[config.mk]
export PLATFORM = sky130hd
export DESIGN_NAME = rhs_hash
export DESIGN_NICKNAME = d
export VERILOG_FILES = /design/src/rtl/rehash_probe_hash_set_defines.svh /design/src/rtl/rhs_pkg.sv /design/src/rtl/rhs_hash.sv
export SDC_FILE = /design/constraint.sdc
export NUM_CORES = 1
export LEC_CHECK = 0
export ABC_AREA = 1
export BUFFER_PORTS_ARGS = -buffer_cell sky130_fd_sc_hd__buf_2
export CELL_PAD_IN_SITES_DETAIL_PLACEMENT = 1
export CELL_PAD_IN_SITES_GLOBAL_PLACEMENT = 1
export CORE_MARGIN = 10
export CORE_UTILIZATION = 43
export CTS_BUF_LIST = sky130_fd_sc_hd__clkbuf_8
export DETAILED_ROUTE_END_ITERATION = 12
export PLACE_DENSITY = 0.85
export SYNTH_ARGS = -nofsm -noshare
export SYNTH_HDL_FRONTEND = slang
export SYNTH_SLANG_ARGS = --single-unit
[constraint.sdc]
create_clock -name clk -period 4.94 [get_ports clk]
set_clock_uncertainty 0.1 [all_clocks]
set_input_delay 0 -clock clk [delete_from_list [all_inputs] [get_ports clk]]
set_output_delay 0 -clock clk [all_outputs]
set_load 0.005 [all_outputs]
[src/rtl/rehash_probe_hash_set_defines.svh]
// Assertion macros for the rehash probe hash set.
// Included by the top level; needs nothing else.
`ifndef REHASH_PROBE_HASH_SET_DEFINES_SVH
`define REHASH_PROBE_HASH_SET_DEFINES_SVH

`ifndef SYNTH
`define RHS_ASSERT_IMPL(lbl, clk, rst_n, ante, cons) \
    lbl: assert property (@(posedge clk) disable iff (!rst_n) (ante) |-> (cons)) \
        else $error("rehash probe hash set: same-cycle check failed");
`define RHS_ASSERT_NEXT(lbl, clk, rst_n, ante, cons) \
    lbl: assert property (@(posedge clk) disable iff (!rst_n) (ante) |=> (cons)) \
        else $error("rehash probe hash set: next-cycle check failed");
`else
`define RHS_ASSERT_IMPL(lbl, clk, rst_n, ante, cons)
`define RHS_ASSERT_NEXT(lbl, clk, rst_n, ante, cons)
`endif

`endif

[src/rtl/rhs_pkg.sv]
// Shared types and constants of the rehash probe hash set.
// No dependencies; used by every module of the block but rhs_ram.
package rhs_pkg;

    // Request kinds.
    localparam logic REQ_INSERT = 1'b0;
    localparam logic REQ_READ   = 1'b1;

    // Result status codes.
    localparam logic [1:0] STAT_INSERTED = 2'd0;
    localparam logic [1:0] STAT_FULL     = 2'd1;
    localparam logic [1:0] STAT_ZERO     = 2'd2;
    localparam logic [1:0] STAT_READ     = 2'd3;

    // Configuration register indexes.
    localparam int CFG_INDEX_W = 1;
    localparam logic [CFG_INDEX_W-1:0] CFG_TABLE_SLOTS = 1'd0;
    localparam logic [CFG_INDEX_W-1:0] CFG_MAX_PROBES  = 1'd1;
    localparam int CFG_DATA_W = 16;

    localparam logic [10:0] TABLE_SLOTS_RESET = 11'd1024;
    localparam logic [15:0] MAX_PROBES_RESET  = 16'd4096;

    // Hash round constants.
    localparam logic [31:0] HASH_PRIME  = 32'd16777619;
    localparam logic [31:0] HASH_OFFSET = 32'd3141592653;
    localparam int HASH_BYTES = 4;
    localparam int HASH_CNT_W = 2;

    // Remainder unit: 32-bit dividend, four bits retired per cycle.
    localparam int MOD_DVD_BITS  = 32;
    localparam int MOD_STEP_BITS = 4;
    localparam int MOD_STEPS     = MOD_DVD_BITS / MOD_STEP_BITS;
    localparam int MOD_CNT_W     = 3;

    typedef struct packed {
        logic        req_type;
        logic [63:0] element;
        logic [9:0]  slot_index;
    } req_t;

    typedef struct packed {
        logic [1:0]  status;
        logic [9:0]  slot_used;
        logic [63:0] element_out;
        logic        occupied;
        logic [15:0] probes_used;
    } rsp_t;

    typedef struct packed {
        logic        start;
        logic [31:0] seed;
    } hash_req_t;

    typedef struct packed {
        logic        done;
        logic [31:0] value;
    } hash_rsp_t;

endpackage

[src/rtl/rhs_hash.sv]
// Byte-wise FNV-1a style hash round, one byte and one multiply per cycle.
// Depends on rhs_pkg.
module rhs_hash (
    input  logic              clk,
    input  logic              rst_n,
    input  rhs_pkg::hash_req_t req,
    output rhs_pkg::hash_rsp_t rsp
);

    import rhs_pkg::*;

    logic                  busy_reg, busy_next;
    logic                  done_reg, done_next;
    logic [HASH_CNT_W-1:0] step_reg, step_next;
    logic [31:0]           acc_reg, acc_next;
    logic [31:0]           seed_reg, seed_next;
    logic [31:0]           mix;
    logic [31:0]           product;

    assign mix     = acc_reg ^ {24'd0, seed_reg[7:0]};
    assign product = mix * HASH_PRIME;

    always_comb
    begin
        busy_next = busy_reg;
        done_next = 1'b0;
        step_next = step_reg;
        acc_next  = acc_reg;
        seed_next = seed_reg;
        if (req.start)
        begin
            busy_next = 1'b1;
            step_next = '0;
            acc_next  = HASH_OFFSET;
            seed_next = req.seed;
        end
        else if (busy_reg)
        begin
            acc_next  = product;
            seed_next = {8'd0, seed_reg[31:8]};
            step_next = step_reg + 1'b1;
            if (step_reg == HASH_CNT_W'(HASH_BYTES - 1))
            begin
                busy_next = 1'b0;
                done_next = 1'b1;
            end
        end
    end

    always_ff @(posedge clk or negedge rst_n)
    begin
        if (!rst_n)
        begin
            busy_reg <= 1'b0;
            done_reg <= 1'b0;
            step_reg <= '0;
        end
        else
        begin
            busy_reg <= busy_next;
            done_reg <= done_next;
            step_reg <= step_next;
        end
    end

    always_ff @(posedge clk)
    begin
        acc_reg  <= acc_next;
        seed_reg <= seed_next;
    end

    assign rsp.done  = done_reg;
    assign rsp.value = acc_reg;

endmodule

# == Yosys cells after proc, flatten, opt, wreduce, memory -nomap -nowiden ==
# Cells that the tools add are included.
# W data, S select, Z words.
# op_classes
add_sub_neg,1
mul,1
n_eq_ne,1
muxes,10
bitwise,1
n_reduce_logical,1
# ops
cell,count
$mux W32,2
$mul A32 B25 Y32 const B,1
$xor A32 B8 Y32,1
$mux W1,6
$mux W2,2
$add A2 B1 Y2 const B,1
$eq A2 B2 Y1 const B,1
$reduce_bool A2 Y1,1
# word_totals
register_bits,68
in_bits,35
word_cells,20

# == Logic depth before layout (Yosys ltp) ==
# depth
ltp_word,4
mapped_depth,26
depth_no_buf,26

# == Worst setup path before layout ==
# Ideal clock, no wire load.
# synth_timing
path_type,register to register
from,register acc_reg[20]
to,register acc_reg[31]
t_arrival_ps,4390
t_required_ps,4725
setup_slack_ps,335
stages_incl_launch_ff,21
cell_sequence,dfxtp_1 > ha_1 > ha_1 > fa_1 > ha_1 > inv_1 > fa_1 > inv_1 > fa_1 > inv_1 > fa_1 > inv_1 > ha_1 > nand2_1 > nor3_2 > and2_1 > nand2_1 > nand2_1 > nand3_1 > nand3_1 > nand2_1
# synth_between
elab_chain_cells,2
# synth_rtl
item,line,rtl
"start, declared",rhs_hash.sv:15,"logic [31:0] acc_reg, acc_next;"
"start signal, assigned",rhs_hash.sv:68,acc_reg <= acc_next;
$xor A32 B8 Y32,rhs_hash.sv:20,"assign mix = acc_reg ^ {24'd0, seed_reg[7:0]};"
$mul A32 B25 Y32,rhs_hash.sv:21,assign product = mix * HASH_PRIME;
# Every way passes these cells.
# A chain may end at the register's enable or synchronous reset.

# == Final worst setup path ==
# layout_timing
from,register seed_reg[6]
to,register acc_reg[29]
# layout_between
elab_chain_cells,2
# layout_rtl
item,line,rtl
"start, declared",rhs_hash.sv:16,"logic [31:0] seed_reg, seed_next;"
"start signal, assigned",rhs_hash.sv:69,seed_reg <= seed_next;
$xor A32 B8 Y32,rhs_hash.sv:20,
$mul A32 B25 Y32,rhs_hash.sv:21,
# Every way passes these cells.

==> flow_summary.toml <==
[final_layout]
finish.utilization_pct = 56.5
final_cell_mix = "nand2_1, inv_1, ha_1, buf_4, fa_1"
fill_cells = 2452
fin_cells = 1554
n_antenna_cell = 0
syn_to_final_growth_pct = 27.9
layout-drive-gt1-share_pct = 26.7
nets = 1571
mostFrequentLayoutCell = "nand2_1"
design_area_um2 = 11500

[sta]
fin_crit_sh_pct = 101
setup_ws_ps = -42.7
final-hold-violation-count = 0
setup_tns_ps = -129
rsz0062_at_grt = "true"
worst_pin_slew_ps = 948
finalSetupViolCount = 5
maxSlewHeadroom_pct = 36.8
max_freq_mhz = 201
drv_slew = 0
fin_crit_ps = 4980

[floorplanning]
core_um2 = 20400
die_y_um = 165
rows = 52
die_w_um = 165
fp.dieArea_um2 = 27200
pin_count = 68
start_util_pct = 44.2

[clocking]
cts_made_buffers = 9
cts_root_buf = "clkbuf_8"
clk_latency_ps = 390
htree_levels = 3
tritoncts = "done"
cts.sinks = 68
cts.clk_slew.worst_paths_ps = 90
clockBufferDepth = 2

[synthesis]
synthSimpleGateAreaFrac_pct = 19.0
synth_xor_area_share_pct = 2.43
synth_fa_ha_area_share_pct = 41.8
syn_area_per_cell_um2 = 8.04
syn_nets = 1414
ys.flop_type = "edfxtp_1"
mappedNetlistArea_um2 = 9020
synth-edff-count = 32
synth_top_family_by_area = "adder cells"
muxShareOfSynthArea_pct = 0
syn_inst = 1122
ys_types = 39
yosysWarnings = 0
synth-compound-area-share_pct = 4.98
yosysSeqAreaShare_pct = 18.9
ys_ff_latch = 68
ys_async_sr_fraction_pct = 5.88

[worst_setup_path]
cp-end-kind = "flop"
startpoint_type = "flop"
path_class = "reg2reg"
r2r_start = "seed_reg[6]"
crit_arrival_ps = 5160
startpoint = "seed_reg[6]"
reg2reg_to = "acc_reg[29]"
required_ps = 5110
reg2reg_slack_ps = -40
crit_end = "acc_reg[29]"
reg2regPathDepth = 25
critPathMaxFanout = 5

[outcome]
outcome = "finished, violations left"
violations = "negative setup slack"

[grt]
grt_pass1_vias = 8811
grt_pass1_wl_um = 46500
gr-total-overflow = 0
antenna_found_initial = 0
grt_max_degree = 46
grt.total_usage_pct = 22.1

[drt]
vias_per_cell = 5.18
wl_per_cell_um = 20.3
drtPass1Iterations = 4
ant_nets = 0
route.detailed.drc = 0
wl_um = 31600
via_count = 8050
drtIter0Drc = 288

[placed_design]
dp_cells = 1489
port_buffers = 67
gp_congestion = 0.900
placed_area_um2 = 9950
post-dp-hpwl_um = 23800

[min_path]
hold_class = "in2reg"
hp-start = "req[32]"

[run]
drv_cap = 0
==> routing by layer <==
layer,vias to the layer above,global-route usage [%],routed length [um]
met4,0,7.37,1610
met2,217,41.3,16200
met3,86,3.04,1610
met5,-,0,0
li1,3805,-,-
met1,3942,25.1,12200
==> final cells by class <==
type / instances / area [um^2] / share of cell area, %
Tap cell: 270 / 338 / 2.93
Clock buffer: 9 / 124 / 1.07
Timing Repair Buffer: 182 / 1320 / 11.4
Inverter: 248 / 931 / 8.07
Clock inverter: 7 / 108 / 0.932
Sequential cell: 68 / 1730 / 15.0
Multi-Input combinational cell: 770 / 6990 / 60.6
==> worst max-delay path, stage by stage, from the launching register on <==
cell	delay (ps)
edfxtp_1	440
xnor2_2	200
buf_6	170
inv_2	50
nor2_1	100
nor2_1	50
ha_1	320
fa_2	600
ha_4	140
fa_1	420
ha_1	320
inv_2	40
fa_1	420
inv_2	90
ha_4	200
buf_4	150
nand2_1	120
nand2_2	120
a21oi_2	170
nor2_1	70
nor2_1	140
nor2_1	60
nor2_1	140
nand3b_1	100
nand3_1	80
nand2_1	60
==> logic make-up (layout without fill, tap and decap cells) <==
logic type,count (synthesis),in the layout
AO/OA/AOI/OAI,81,81
XOR/XNOR,25,25
adder cells (fa/ha/maj),257,257
buffers and inverters,284,446
flip-flops,68,68
AND/OR/NAND/NOR,407,407
==> synth_stat cells, types with 6 or more instances <==
cell / instances / area share, %
xnor2_1: 9 / 0.87
nor2_2: 6 / 0.42
nand2_2: 6 / 0.42
xor2_1: 16 / 1.6
edfxtp_1: 32 / 11
inv_1: 244 / 10
fa_1: 74 / 16
nor2_1: 54 / 2.2
o21ai_0: 18 / 1.0
dfxtp_1: 32 / 7.1
ha_1: 183 / 25
nand2_1: 277 / 12
buf_4: 26 / 2.2
a21oi_1: 46 / 2.6
nand3_1: 33 / 1.8
nand4_1: 9 / 0.62
nand3b_1: 7 / 0.58
clkbuf_1: 8 / 0.33
==> timing repair <==
action | 4_1_cts | 5_1_grt
buffers inserted | 0 | 15
endpoints found under the hold margin | 36 | 0
gates resized for setup | 42 | 163
pin swaps | 1 | 77
setup endpoints to repair | 17 | 19
hold buffers | 34 | 0
==> worst min path at each step <==
stage                     depth (start not counted)  slack (ps)  endpoint
after global routing                              2         240  done_reg
final                                             2         190  done_reg
after CTS                                         2         180  done_reg
after global placement                            1        -290  done_reg
after detailed placement                          1        -290  done_reg
after floorplan                                   0        -400  busy_reg
==> stage by stage <==
step                setup slack (ps)  hold slack [ps]
floorplan                        335             -396
detailed placement              -271             -286
global route                    -271              236
CTS                            -1.37              180
finish                         -42.7              186
global placement               -74.7             -290
Power is left out: the tool's default activity adds up to more than one toggle a clock period on the data nets, which glitch-free logic cannot reach.
