===== config.mk =====
export PLATFORM = sky130hd
export DESIGN_NAME = rhs_mod
export DESIGN_NICKNAME = d
export VERILOG_FILES = /design/src/rtl/rehash_probe_hash_set_defines.svh /design/src/rtl/rhs_pkg.sv /design/src/rtl/rhs_mod.sv
export SDC_FILE = /design/constraint.sdc
export NUM_CORES = 1
export LEC_CHECK = 0
export ABC_AREA = 1
export BUFFER_PORTS_ARGS = -buffer_cell sky130_fd_sc_hd__buf_4
export CAP_MARGIN = 0
export CORE_MARGIN = 2
export CORE_UTILIZATION = 45
export DETAILED_ROUTE_END_ITERATION = 8
export SYNTH_ARGS = -nofsm -noshare
export SYNTH_HDL_FRONTEND = slang
export SYNTH_SLANG_ARGS = --single-unit

===== constraint.sdc =====
create_clock -name clk -period 6.9 [get_ports clk]
set_input_delay 0.345 -clock clk [delete_from_list [all_inputs] [get_ports clk]]
set_output_delay 0.345 -clock clk [all_outputs]
set_load 0.005 [all_outputs]

===== src/rtl/rehash_probe_hash_set_defines.svh =====
// Assertion macros for the rehash probe hash set.
// Included by the top level; needs nothing else.
`ifndef REHASH_PROBE_HASH_SET_DEFINES_SVH
`define REHASH_PROBE_HASH_SET_DEFINES_SVH

`ifndef SYNTH
`define RHS_ASSERT_IMPL(lbl, clk, rst_n, ante, cons) \
    lbl: assert property (@(posedge clk) disable iff (!rst_n) (ante) |-> (cons)) \
        else $error("rehash probe hash set: same-cycle check failed");
`define RHS_ASSERT_NEXT(lbl, clk, rst_n, ante, cons) \
    lbl: assert property (@(posedge clk) disable iff (!rst_n) (ante) |=> (cons)) \
        else $error("rehash probe hash set: next-cycle check failed");
`else
`define RHS_ASSERT_IMPL(lbl, clk, rst_n, ante, cons)
`define RHS_ASSERT_NEXT(lbl, clk, rst_n, ante, cons)
`endif

`endif


===== src/rtl/rhs_pkg.sv =====
// Shared types and constants of the rehash probe hash set.
// No dependencies; used by every module of the block but rhs_ram.
package rhs_pkg;

    // Request kinds.
    localparam logic REQ_INSERT = 1'b0;
    localparam logic REQ_READ   = 1'b1;

    // Result status codes.
    localparam logic [1:0] STAT_INSERTED = 2'd0;
    localparam logic [1:0] STAT_FULL     = 2'd1;
    localparam logic [1:0] STAT_ZERO     = 2'd2;
    localparam logic [1:0] STAT_READ     = 2'd3;

    // Configuration register indexes.
    localparam int CFG_INDEX_W = 1;
    localparam logic [CFG_INDEX_W-1:0] CFG_TABLE_SLOTS = 1'd0;
    localparam logic [CFG_INDEX_W-1:0] CFG_MAX_PROBES  = 1'd1;
    localparam int CFG_DATA_W = 16;

    localparam logic [10:0] TABLE_SLOTS_RESET = 11'd1024;
    localparam logic [15:0] MAX_PROBES_RESET  = 16'd4096;

    // Hash round constants.
    localparam logic [31:0] HASH_PRIME  = 32'd16777619;
    localparam logic [31:0] HASH_OFFSET = 32'd3141592653;
    localparam int HASH_BYTES = 4;
    localparam int HASH_CNT_W = 2;

    // Remainder unit: 32-bit dividend, four bits retired per cycle.
    localparam int MOD_DVD_BITS  = 32;
    localparam int MOD_STEP_BITS = 4;
    localparam int MOD_STEPS     = MOD_DVD_BITS / MOD_STEP_BITS;
    localparam int MOD_CNT_W     = 3;

    typedef struct packed {
        logic        req_type;
        logic [63:0] element;
        logic [9:0]  slot_index;
    } req_t;

    typedef struct packed {
        logic [1:0]  status;
        logic [9:0]  slot_used;
        logic [63:0] element_out;
        logic        occupied;
        logic [15:0] probes_used;
    } rsp_t;

    typedef struct packed {
        logic        start;
        logic [31:0] seed;
    } hash_req_t;

    typedef struct packed {
        logic        done;
        logic [31:0] value;
    } hash_rsp_t;

endpackage


===== src/rtl/rhs_mod.sv =====
// Restoring remainder unit: 32-bit dividend modulo a slot count,
// four quotient bits per cycle. Depends on rhs_pkg.
module rhs_mod #(
    parameter int NW = 11
) (
    input  logic                            clk,
    input  logic                            rst_n,
    input  logic                            start,
    input  logic [rhs_pkg::MOD_DVD_BITS-1:0] dividend,
    input  logic [NW-1:0]                   divisor,
    output logic                            done,
    output logic [NW-1:0]                   rem
);

    import rhs_pkg::*;

    logic                    busy_reg, busy_next;
    logic                    done_reg, done_next;
    logic [MOD_CNT_W-1:0]    cnt_reg, cnt_next;
    logic [MOD_DVD_BITS-1:0] dvd_reg, dvd_next;
    logic [NW-1:0]           div_reg, div_next;
    logic [NW-1:0]           rem_reg, rem_next;
    logic [NW-1:0]           rem_step;

    // Four dependent compare-and-subtract steps; the partial remainder
    // always stays below the divisor, so one subtract per step suffices.
    always_comb
    begin
        logic [NW:0] trial;
        logic [NW-1:0] r;
        r = rem_reg;
        for (int k = 0; k < MOD_STEP_BITS; k++)
        begin
            trial = {r, dvd_reg[MOD_DVD_BITS-1-k]};
            if (trial >= {1'b0, div_reg})
            begin
                trial = trial - {1'b0, div_reg};
            end
            r = trial[NW-1:0];
        end
        rem_step = r;
    end

    always_comb
    begin
        busy_next = busy_reg;
        done_next = 1'b0;
        cnt_next  = cnt_reg;
        dvd_next  = dvd_reg;
        div_next  = div_reg;
        rem_next  = rem_reg;
        if (start)
        begin
            busy_next = 1'b1;
            cnt_next  = '0;
            dvd_next  = dividend;
            div_next  = divisor;
            rem_next  = '0;
        end
        else if (busy_reg)
        begin
            rem_next = rem_step;
            dvd_next = dvd_reg << MOD_STEP_BITS;
            cnt_next = cnt_reg + 1'b1;
            if (cnt_reg == MOD_CNT_W'(MOD_STEPS - 1))
            begin
                busy_next = 1'b0;
                done_next = 1'b1;
            end
        end
    end

    always_ff @(posedge clk or negedge rst_n)
    begin
        if (!rst_n)
        begin
            busy_reg <= 1'b0;
            done_reg <= 1'b0;
            cnt_reg  <= '0;
        end
        else
        begin
            busy_reg <= busy_next;
            done_reg <= done_next;
            cnt_reg  <= cnt_next;
        end
    end

    always_ff @(posedge clk)
    begin
        dvd_reg <= dvd_next;
        div_reg <= div_next;
        rem_reg <= rem_next;
    end

    assign done = done_reg;
    assign rem  = rem_reg;

endmodule


After elaboration in Yosys (flattened, before gate mapping)
Index checks and enable logic that the tools add are counted.
Word-level totals
  register bits: 59
  input port bits: 46
  output and inout bits: 12
  logic and storage cells: 31
Cells by class
  add/subtract/negate cells: 5
  magnitude comparators: 4
  equality and inequality tests: 1
  muxes and demuxes: 14
  reductions and logical operators: 1
Operator list (number)
  $mux W32: 2
  $ge A12 B11 Y1: 4
  $mux W11: 4
  $sub A11 B11 Y11: 4
  $mux W1: 6
  $mux W3: 2
  $add A3 B1 Y3 const B: 1
  $eq A3 B3 Y1 const B: 1
  $reduce_bool A2 Y1: 1

Logic depth before layout (Yosys ltp)
Gate-level depths: netlist of run 1.
  depth after elaboration: 8
  mapped depth: 47
  gate-level depth less buffers: 45

Worst setup path before layout of run 1
OpenSTA, ideal clock, no wires.
  path kind: register to register
  start point: register div_reg[0]
  end point: register rem_reg[4] (netlist: rem[4])
  setup time: 0.114 ns
  arrival time: 6.118 ns
  data required time: 6.786 ns
  slack: 0.668 ns
  stages on the path, launching flop included: 43
  cells stage by stage: edfxtp_1 ha_1 fa_1 inv_1 nand2_1 nand3_1 nand3_1 buf_2 nand4_1 nand2_1 ha_1 nand2_1 nor2_1 nand3_1 nand4_2 nand2_2 nand3_4 buf_2 [7 not listed] nand3_1 a21oi_1 a21boi_4 nand3_1 nand2_1 inv_1 ha_1 nand2_1 o21ai_0 a21oi_1 o21ai_0 nand2_1 and3_1 nand3_2 buf_6 nand2_1 nand3_1 nand2_1
On the way
  word-level cells in the longest chain between the ends: 8
  elaborated cells between the ends (all ways): 12
  those cells by class: add/sub: 4; order compare: 4; mux: 4
RTL lines
  start: declaration: RTL line rhs_mod.sv:21  | logic [NW-1:0] div_reg, div_next;
  start signal: assignment: RTL line rhs_mod.sv:92  | div_reg <= div_next;
  $sub A11 B11 Y11 / $ge A12 B11 Y1 (equally long branches): RTL line rhs_mod.sv:37, rhs_mod.sv:35
  $mux W11: RTL line rhs_mod.sv:35  | if (trial >= {1'b0, div_reg})
  $sub A11 B11 Y11 / $ge A12 B11 Y1 (equally long branches): RTL line rhs_mod.sv:37, rhs_mod.sv:35
  $mux W11: RTL line rhs_mod.sv:35
  $sub A11 B11 Y11 / $ge A12 B11 Y1 (equally long branches): RTL line rhs_mod.sv:37, rhs_mod.sv:35
  $mux W11: RTL line rhs_mod.sv:35
  $sub A11 B11 Y11 / $ge A12 B11 Y1 (equally long branches): RTL line rhs_mod.sv:37, rhs_mod.sv:35
  $mux W11 (*): RTL line rhs_mod.sv:35
  end signal: assignment: RTL line rhs_mod.sv:93  | rem_reg <= rem_next;
  end: declaration: RTL line rhs_mod.sv:22  | logic [NW-1:0] rem_reg, rem_next;
Every way passes the cells marked *; elsewhere a longest branch is shown, timed or not.
A chain may end at the register's enable or synchronous reset.

Final worst setup path of run 1
  start point: register dvd_reg[31]
  end point: register rem_reg[4] (netlist: rem[4])
On the way
  word-level cells in the longest chain between the ends: 8
  elaborated cells between the ends (all ways): 12
  those cells by class: add/sub: 4; order compare: 4; mux: 4
RTL lines
  start: declaration: RTL line rhs_mod.sv:20  | logic [MOD_DVD_BITS-1:0] dvd_reg, dvd_next;
  start signal: assignment: RTL line rhs_mod.sv:91  | dvd_reg <= dvd_next;
  $sub A11 B11 Y11 / $ge A12 B11 Y1 (equally long branches): RTL line rhs_mod.sv:37, rhs_mod.sv:35
  $mux W11 (*): RTL line rhs_mod.sv:35
  $sub A11 B11 Y11 / $ge A12 B11 Y1 (equally long branches): RTL line rhs_mod.sv:37, rhs_mod.sv:35
  $mux W11 (*): RTL line rhs_mod.sv:35
  $sub A11 B11 Y11 / $ge A12 B11 Y1 (equally long branches): RTL line rhs_mod.sv:37, rhs_mod.sv:35
  $mux W11 (*): RTL line rhs_mod.sv:35
  $sub A11 B11 Y11 / $ge A12 B11 Y1 (equally long branches): RTL line rhs_mod.sv:37, rhs_mod.sv:35
  $mux W11 (*): RTL line rhs_mod.sv:35
Marked as above.

==> results of run 1 <==
critical path: cells and delay by family, from the launching register on:
family / cells / cell delay [ns]
simple gates: 21 / 2.39
fa+ha+maj: 5 / 1.76
compound gates: 6 / 0.99
buf+inv: 10 / 0.96
flops: 1 / 0.35
metal layers:
layer / track usage, % / wire length [um] / vias up
met3: 4.083 / 855 / 28
met4: 9.465 / 408 / 0
met1: 34.95 / 7285 / 2432
met2: 44.65 / 8051 / 172
li1: - / - / 2673
met5: 0 / 0 / -
cell usage after synthesis, types with 2 or more instances:
cell | n | area, um^2
nand3_1 | 60 | 300.3
nand2_2 | 6 | 37.54
o21ai_1 | 3 | 15.01
nor2_1 | 39 | 146.4
nor2_4 | 2 | 22.52
nand3b_1 | 4 | 30.03
nor3_1 | 2 | 10.01
clkbuf_1 | 6 | 22.52
inv_2 | 3 | 11.26
o21ai_0 | 11 | 55.05
nand3_4 | 2 | 35.03
nand3_2 | 7 | 70.07
dfrtp_1 | 5 | 125.1
buf_2 | 7 | 35.03
fa_1 | 4 | 80.08
buf_1 | 3 | 11.26
buf_6 | 2 | 22.52
xor2_1 | 17 | 148.9
inv_1 | 99 | 371.6
ha_1 | 46 | 575.6
nand4_1 | 20 | 125.1
edfxtp_1 | 43 | 1291
nand2_1 | 267 | 1002
a21oi_1 | 31 | 155.2
dfxtp_1 | 11 | 220.2
xnor2_1 | 13 | 113.9
a22o_1 | 2 | 17.52
cell type report:
type,instances,share of cell area (%)
multi-input cells,556,47.99
flip-flops and latches,59,23.35
repair buffers,150,16.28
inverters,103,5.517
clock buffers,9,3.214
well taps,143,2.553
clock inverters,7,1.089
logic make-up (layout without fill, tap and decap cells):
family          Yosys count  in the layout  share of synthesized area, %
xor+xnor                 31             31                         5.341
compound gates           57             57                         6.396
fa+ha+maj                50             50                         12.55
buf+inv                 121            269                         9.150
flops                    59             59                         31.33
simple gates            415            418                         35.23
cell usage in the layout, fill, tap and decap left out, types with 3 or more instances in the layout:
cell type and n:
dfxtp_1 11, o21ai_1 5, o21ai_0 8, nand3b_1 4, ha_1 37, nand3_4 5
dfrtp_1 5, fa_1 3, clkbuf_16 9, inv_1 98, inv_2 4, ha_4 9
nand3_2 7, a21oi_2 7, buf_4 148, xor2_1 17, nor2_1 38, edfxtp_1 43
nand2_2 12, nand4_1 20, nor2_4 3, nand3_1 59, a21oi_1 24, nand2_1 260
xnor2_1 13
worst min-delay path by stage:
stage / slack, ns / cells after the start / endpoint / start
2_1_floorplan: 0.05 / 0 / busy_reg$_DFF_PN0_ / rst_n
3_3_place_gp: 0.15 / 1 / done$_DFF_PN0_ / rst_n
3_5_place_dp: 0.15 / 1 / done$_DFF_PN0_ / rst_n
4_1_cts: 0.18 / 1 / div_reg[4]$_DFFE_PP_ / divisor[4]
5_1_grt: 0.18 / 1 / div_reg[3]$_DFFE_PP_ / divisor[3]
6_report: 0.19 / 1 / div_reg[4]$_DFFE_PP_ / divisor[4]
through the flow:
step	std cells	util, %	cell area [um^2]	worst slack, ns
floorplan	733	-	5224	0.6682
finish	1027	61.64	7008	0.3261
global route	1027	61.64	7008	-0.07682
detailed placement	998	56.07	6375	0.1986
CTS	1015	58.81	6686	0.1787
global placement	998	56.07	6375	0.2963
repair_timing:
action | in CTS | in global routing
resized for setup | 0 | 41
setup endpoints to repair | 0 | 11
hold buffers | 1 | 0
endpoints found under the hold margin | 5 | 0
setup buffers | 0 | 9
==> impl_metrics.yaml, run 1 <==
run_status:
  outcome: "completed"
global_routing:
  grt_pass1_vias: 5104
  grtUsageTotal_pct: 26.60
  grt_overflow: 0
  grt_pass1_wl_mm: 26.04
  antenna_found_initial: 0
  grt_max_degree: 49
drt:
  drt-wirelength-per-cell_um: 16.16
  drt_first_pass_iters: 5
  postRouteAntennaNets: 0
  via_count: 5305
  drtIter0Drc: 403
  routed_via_density: 5.166
  drc_errors: 0
  wirelength_mm: 16.60
logic_synthesis:
  avgSynthCellArea_um2: 7.127
  yosys_register_bits: 59
  synth_seq_area_share_pct: 31.33
  synth.distinct_cells: 45
  netlist_instances: 733
  ys.flop_type: "edfxtp_1"
  synth_edf_count: 43
  async_flop_share_pct: 8.475
  ys_warn_count: 0
  syn-cell-area_um2: 5224
  syn_nets: 829
sta:
  fmax_ghz: 0.1521
  fin_skew_ns: 0.008164
  layout_worst_path_cycle_share_pct: 95.27
  worst_slew_pin_slew_ns: 0.8709
  drv_slew: 0
  relSlewSlack_pct: 41.73
  setup_viol: 0
  fin_tns_setup_ns: 0
  post-route-min-period_ns: 6.574
  worst_hold_slack_ns: 0.1888
  hold_viol_final: 0
worst_setup_path:
  critPathKind: "register to register"
  cpPeakStageDelay_ns: 0.46
  path_common_cell: "nand3_1"
  endpoint: "rem[4]$_SDFFE_PP0P_"
  crit_path_end_kind: "register"
  start_kind: "register"
  crit-reg2reg-launch: "dvd_reg[31]$_DFFE_PP_"
  crit_start: "dvd_reg[31]$_DFFE_PP_"
  critPathMaxFanout: 7
  r2r_slack_ns: 0.33
  slowest_stage: "fa_1"
  r2r_cells: 42
  critPathArrivalTime_ns: 6.79
  worstReg2RegEnd: "rem[4]$_SDFFE_PP0P_"
  cp.required_ns: 7.12
floorplan:
  initial_core_util_pct: 45.94
  io_pins: 58
  die_h_um: 111.7
  dieArea_um2: 12490
  die_x_um: 111.7
  core_um2: 11370
  rows: 39
layout:
  nNetsFinal: 975
  drive_gt1_share_pct: 25.57
  multi_input_area_um2: 3363
  insertedDiodeCount: 0
  nFillCells: 1076
  seq_area_um2: 1637
  area_growth_pct: 34.16
  largest_reg_flops: 32
placement:
  dpl.hpwl_mm: 13.32
  io_buffer_count: 57
  gp_congestion: 1.016
clock_network:
  root_buffer: "clkbuf_16"
  clk_pin_slew_worst_paths_ns: 0.06
  numCtsBuffers: 9
  h-tree-depth: 3
  worstSkewPairLatency_ns: 0.33
  cts_tree: "built"
  cts.sink_count: 59
  cts_buffer_depth: 2
job:
  maxCapViolations: 0
worst_hold_path:
  hold_path_class: "input pin to register"
Power of run 1 is left out: the tool's default activity adds up to more than one toggle a clock period on the data nets, which glitch-free logic cannot reach.
==> run 2: changes to the inputs <==
--- a/config.mk
+++ b/config.mk
@@ -11,6 +11,8 @@
 export CORE_MARGIN = 2
 export CORE_UTILIZATION = 45
 export DETAILED_ROUTE_END_ITERATION = 8
+export MAX_ROUTING_LAYER = met4
+export SKIP_CTS_REPAIR_TIMING = 1
 export SYNTH_ARGS = -nofsm -noshare
 export SYNTH_HDL_FRONTEND = slang
 export SYNTH_SLANG_ARGS = --single-unit
==> constraint.sdc (replaced) <==
create_clock -name clk -period 6.9 [get_ports clk]
set_input_delay 0.345 -clock clk [delete_from_list [all_inputs] [get_ports clk]]
set_output_delay 0.345 -clock clk [all_outputs]
set_load 0.1 [all_outputs]
==> impl_metrics.yaml, run 2 (synthesis results as in run 1) <==
run_status:
  outcome: "completed"
sta:
  fmax_ghz: 0.1528
  layout_worst_path_cycle_share_pct: 94.85
  worst_slew_pin_slew_ns: 0.9166
  fin_skew_ns: 0.008418
  hold_viol_final: 0
  drv_slew: 0
  relSlewSlack_pct: 38.67
  setup_viol: 0
  fin_tns_setup_ns: 0
  post-route-min-period_ns: 6.545
clock_network:
  cts_buffer_depth: 2
  worstSkewPairLatency_ns: 0.33
  h-tree-depth: 3
  clk_pin_slew_worst_paths_ns: 0.06
  cts_tree: "built"
  numCtsBuffers: 9
  cts.sink_count: 59
  root_buffer: "clkbuf_16"
worst_hold_path:
  hold_path_class: "input pin to register"
  whs_path_depth: 1
  min_to: "div_reg[6]$_DFFE_PP_"
  min_from: "divisor[6]"
global_routing:
  grt_max_degree: 49
  antenna_found_initial: 0
  grt_pass1_vias: 5240
  grt_overflow: 0
  grtUsageTotal_pct: 27.51
  grt_pass1_wl_mm: 26.19
floorplan:
  die_h_um: 111.7
  rows: 39
  io_pins: 58
  initial_core_util_pct: 45.94
  core_um2: 11370
  die_x_um: 111.7
  dieArea_um2: 12490
worst_setup_path:
  start_kind: "register"
  critPathMaxFanout: 10
  critPathArrivalTime_ns: 6.76
  r2r_cells: 41
  critPathKind: "register to register"
  worstReg2RegEnd: "rem[4]$_SDFFE_PP0P_"
  cpPeakStageDelay_ns: 0.46
  crit_path_end_kind: "register"
  cp.required_ns: 7.11
  path_common_cell: "nand2_1"
  r2r_slack_ns: 0.36
  crit-reg2reg-launch: "div_reg[7]$_DFFE_PP_"
  slowest_stage: "fa_1"
drt:
  wirelength_mm: 16.67
  drtIter0Drc: 460
  drc_errors: 0
  postRouteAntennaNets: 0
  drt_first_pass_iters: 5
  routed_via_density: 5.337
  drt-wirelength-per-cell_um: 16.70
  via_count: 5326
placement:
  gp_congestion: 1.037
  dpl.hpwl_mm: 13.12
  io_buffer_count: 57
layout:
  area_growth_pct: 29.41
  nNetsFinal: 946
  final_common_cell: "nand2_1"
  seq_area_um2: 1637
  nFillCells: 1070
  layout_common_cells: "263 x nand2_1, 118 x buf_4, 95 x inv_1"
  insertedDiodeCount: 0
  largest_reg_flops: 32
  multi_input_area_um2: 3316
  final_core_util_pct: 59.46
  drive_gt1_share_pct: 23.27
job:
  maxCapViolations: 0
[run 2: how the worst max path moves through the flow]
| stage | start | endpoint | slack (ns) |
|---|---|---|---|
| 3_3_place_gp | div_reg[9]$_DFFE_PP_ | rem[4]$_SDFFE_PP0P_ | 0.14 |
| 3_5_place_dp | div_reg[7]$_DFFE_PP_ | rem[4]$_SDFFE_PP0P_ | 0.1 |
| 6_report | div_reg[7]$_DFFE_PP_ | rem[4]$_SDFFE_PP0P_ | 0.36 |
| 2_1_floorplan | rem[0]$_SDFFE_PP0P_ | rem[4]$_SDFFE_PP0P_ | 0.04 |
| 4_1_cts | div_reg[7]$_DFFE_PP_ | rem[4]$_SDFFE_PP0P_ | 0.07 |
| 5_1_grt | div_reg[9]$_DFFE_PP_ | rem[1]$_SDFFE_PP0P_ | -0.08 |
[run 2: cell type report]
type	count	area share, %
Inverter	103	5.756
Timing Repair Buffer	122	13.75
Multi-Input combinational cell	555	49.05
Clock inverter	6	1.055
Sequential cell	59	24.21
Tap cell	143	2.647
Clock buffer	10	3.535
[run 2: worst max-delay path: cells and delay by family (launching register included)]
| family | cells | cell delay (ns) |
|---|---|---|
| adders and majority gates | 4 | 1.45 |
| DFF | 1 | 0.42 |
| buffers and inverters | 7 | 0.69 |
| AOI/OAI and AO/OA | 7 | 1.31 |
| and+or+nand+nor | 23 | 2.53 |
[run 2: layer usage]
metal / track usage, % / share of wire (%) / routed length (um) / up-vias
li1: - / - / - / 2613
met1: 35.08 / 43 / 7103 / 2490
met2: 45.54 / 49 / 8149 / 188
met3: 2.177 / 5.1 / 848 / 35
met4: 11.03 / 3.4 / 563 / 0
met5: - / 0 / 0 / -
[run 2: through the flow]
stage               setup WS (ns)  hold WS [ns]  instances  area [um^2]
floorplan                 0.03786       0.04941        733         5224
global placement           0.1435        0.1469        970         6152
detailed placement        0.09767        0.1481        970         6152
CTS                       0.07414       -0.2065        986         6462
global route             -0.07631        0.1800        998         6760
finish                     0.3551        0.1854        998         6760
Power of run 2 is left out for the same reason.
==> run 3: changes to the inputs <==
--- a/config.mk
+++ b/config.mk
@@ -8,7 +8,7 @@
 export ABC_AREA = 1
 export BUFFER_PORTS_ARGS = -buffer_cell sky130_fd_sc_hd__buf_4
 export CAP_MARGIN = 0
-export CORE_MARGIN = 2
+export CORE_MARGIN = 10
 export CORE_UTILIZATION = 45
 export DETAILED_ROUTE_END_ITERATION = 8
 export MAX_ROUTING_LAYER = met4
==> constraint.sdc (replaced) <==
create_clock -name clk -period 6.85 [get_ports clk]
set_input_delay 0.3425 -clock clk [delete_from_list [all_inputs] [get_ports clk]]
set_output_delay 0.3425 -clock clk [all_outputs]
set_load 0.1 [all_outputs]
==> impl_metrics.yaml, run 3 (synthesis results as in run 1) <==
run_status:
  outcome: "completed"
drt:
  postRouteAntennaNets: 0
  wirelength_mm: 16.24
  drt_first_pass_iters: 5
  via_count: 5194
  routed_via_density: 5.252
  drc_errors: 0
  drtIter0Drc: 338
  drt-wirelength-per-cell_um: 16.42
worst_setup_path:
  r2r_slack_ns: 0.45
  cp.required_ns: 7.12
  crit_path_end_kind: "register"
  slowest_stage: "fa_1"
  r2r_cells: 43
  cpPeakStageDelay_ns: 0.47
  crit-reg2reg-launch: "div_reg[5]$_DFFE_PP_"
  critPathArrivalTime_ns: 6.67
  worstReg2RegEnd: "rem[6]$_SDFFE_PP0P_"
  critPathMaxFanout: 9
  crit_start: "div_reg[5]$_DFFE_PP_"
  critPathKind: "register to register"
  endpoint: "rem[6]$_SDFFE_PP0P_"
  start_kind: "register"
  path_common_cell: "nand2_1"
job:
  maxCapViolations: 0
sta:
  hold_viol_final: 0
  worst_slew_pin_slew_ns: 0.8819
  layout_worst_path_cycle_share_pct: 93.45
  drv_slew: 0
  setup_ws_ns: 0.4485
  relSlewSlack_pct: 40.99
  fin_skew_ns: 0.008313
  setup_viol: 0
  fmax_ghz: 0.1562
  post-route-min-period_ns: 6.402
clock_network:
  h-tree-depth: 3
  worstSkewPairLatency_ns: 0.33
  cts.sink_count: 59
  root_buffer: "clkbuf_16"
  cts_buffer_depth: 2
  numCtsBuffers: 9
  clk_pin_slew_worst_paths_ns: 0.06
  cts_tree: "built"
global_routing:
  grt_pass1_wl_mm: 24.98
  grt_pass1_vias: 5007
  antenna_found_initial: 0
  grt_max_degree: 49
  grtUsageTotal_pct: 19.81
  grt_overflow: 0
layout:
  final_core_util_pct: 59.10
  drive_gt1_share_pct: 23.17
  layout_common_cells: "259 x nand2_1, 109 x buf_4, 94 x inv_1"
  area_growth_pct: 28.62
  insertedDiodeCount: 0
  largest_reg_flops: 32
  final_cell_area_um2: 6719
  stdcell_count: 989
  nNetsFinal: 937
  final_common_cell: "nand2_1"
floorplan:
  die_x_um: 127.7
  io_pins: 58
  core_um2: 11370
  dieArea_um2: 16320
  rows: 39
  initial_core_util_pct: 45.94
  die_h_um: 127.7
placement:
  place_area_um2: 6093
  place_ws_ns: -0.09284
  gp_congestion: 1.022
  io_buffer_count: 57
  place_inst: 962
  dpl.hpwl_mm: 13.22
worst_hold_path:
  hold_path_class: "input pin to register"
## run 3: through the flow
stage / hold slack [ns] / setup TNS, ns
6_report: 0.1893 / 0
2_1_floorplan: 0.04691 / 0
3_5_place_dp: 0.1450 / -0.6418
5_1_grt: 0.1778 / -0.1211
4_1_cts: -0.2071 / -1.017
3_3_place_gp: 0.1448 / 0
## run 3: cell type report
class,instances,area (um^2)
flip-flops and latches,59,1638
repair buffers,113,879.6
fillers,1107,4651
multi-input cells,555,3308
clock inverters,6,88.84
clock buffers,10,239.0
well taps,143,178.9
inverters,103,386.6
## run 3: critical path: cells and delay by family, from the launching register on
kind                     cells  cell delay [ns]
adder cells (fa/ha/maj)      4             1.42
flip-flops                   1             0.39
AO/OA/AOI/OAI                5             0.72
buffers and inverters        8             1.01
AND/OR/NAND/NOR             26             2.80
## run 3: worst min path at each step
stage          startpoint                   end  slack, ns  cells after the start
6_report       divisor[3]  div_reg[3]$_DFFE_PP_       0.19                      1
4_1_cts             rst_n        done$_DFF_PN0_      -0.21                      1
3_3_place_gp        rst_n    busy_reg$_DFF_PN0_       0.14                      1
3_5_place_dp        rst_n        done$_DFF_PN0_       0.14                      1
2_1_floorplan       rst_n    busy_reg$_DFF_PN0_       0.05                      0
5_1_grt        divisor[5]  div_reg[5]$_DFFE_PP_       0.18                      1
## run 3: per-layer routing
| metal | GRT usage (%) | share of wire, % | routed length, um | vias up |
|---|---|---|---|---|
| met5 | - | 0 | 0 | - |
| met4 | 9.868 | 4.2 | 683 | 0 |
| met3 | 3.391 | 5.0 | 809 | 40 |
| met2 | 31.03 | 47 | 7707 | 163 |
| met1 | 24.15 | 43 | 7042 | 2393 |
| li1 | - | - | - | 2598 |
Power of run 3 is left out for the same reason.
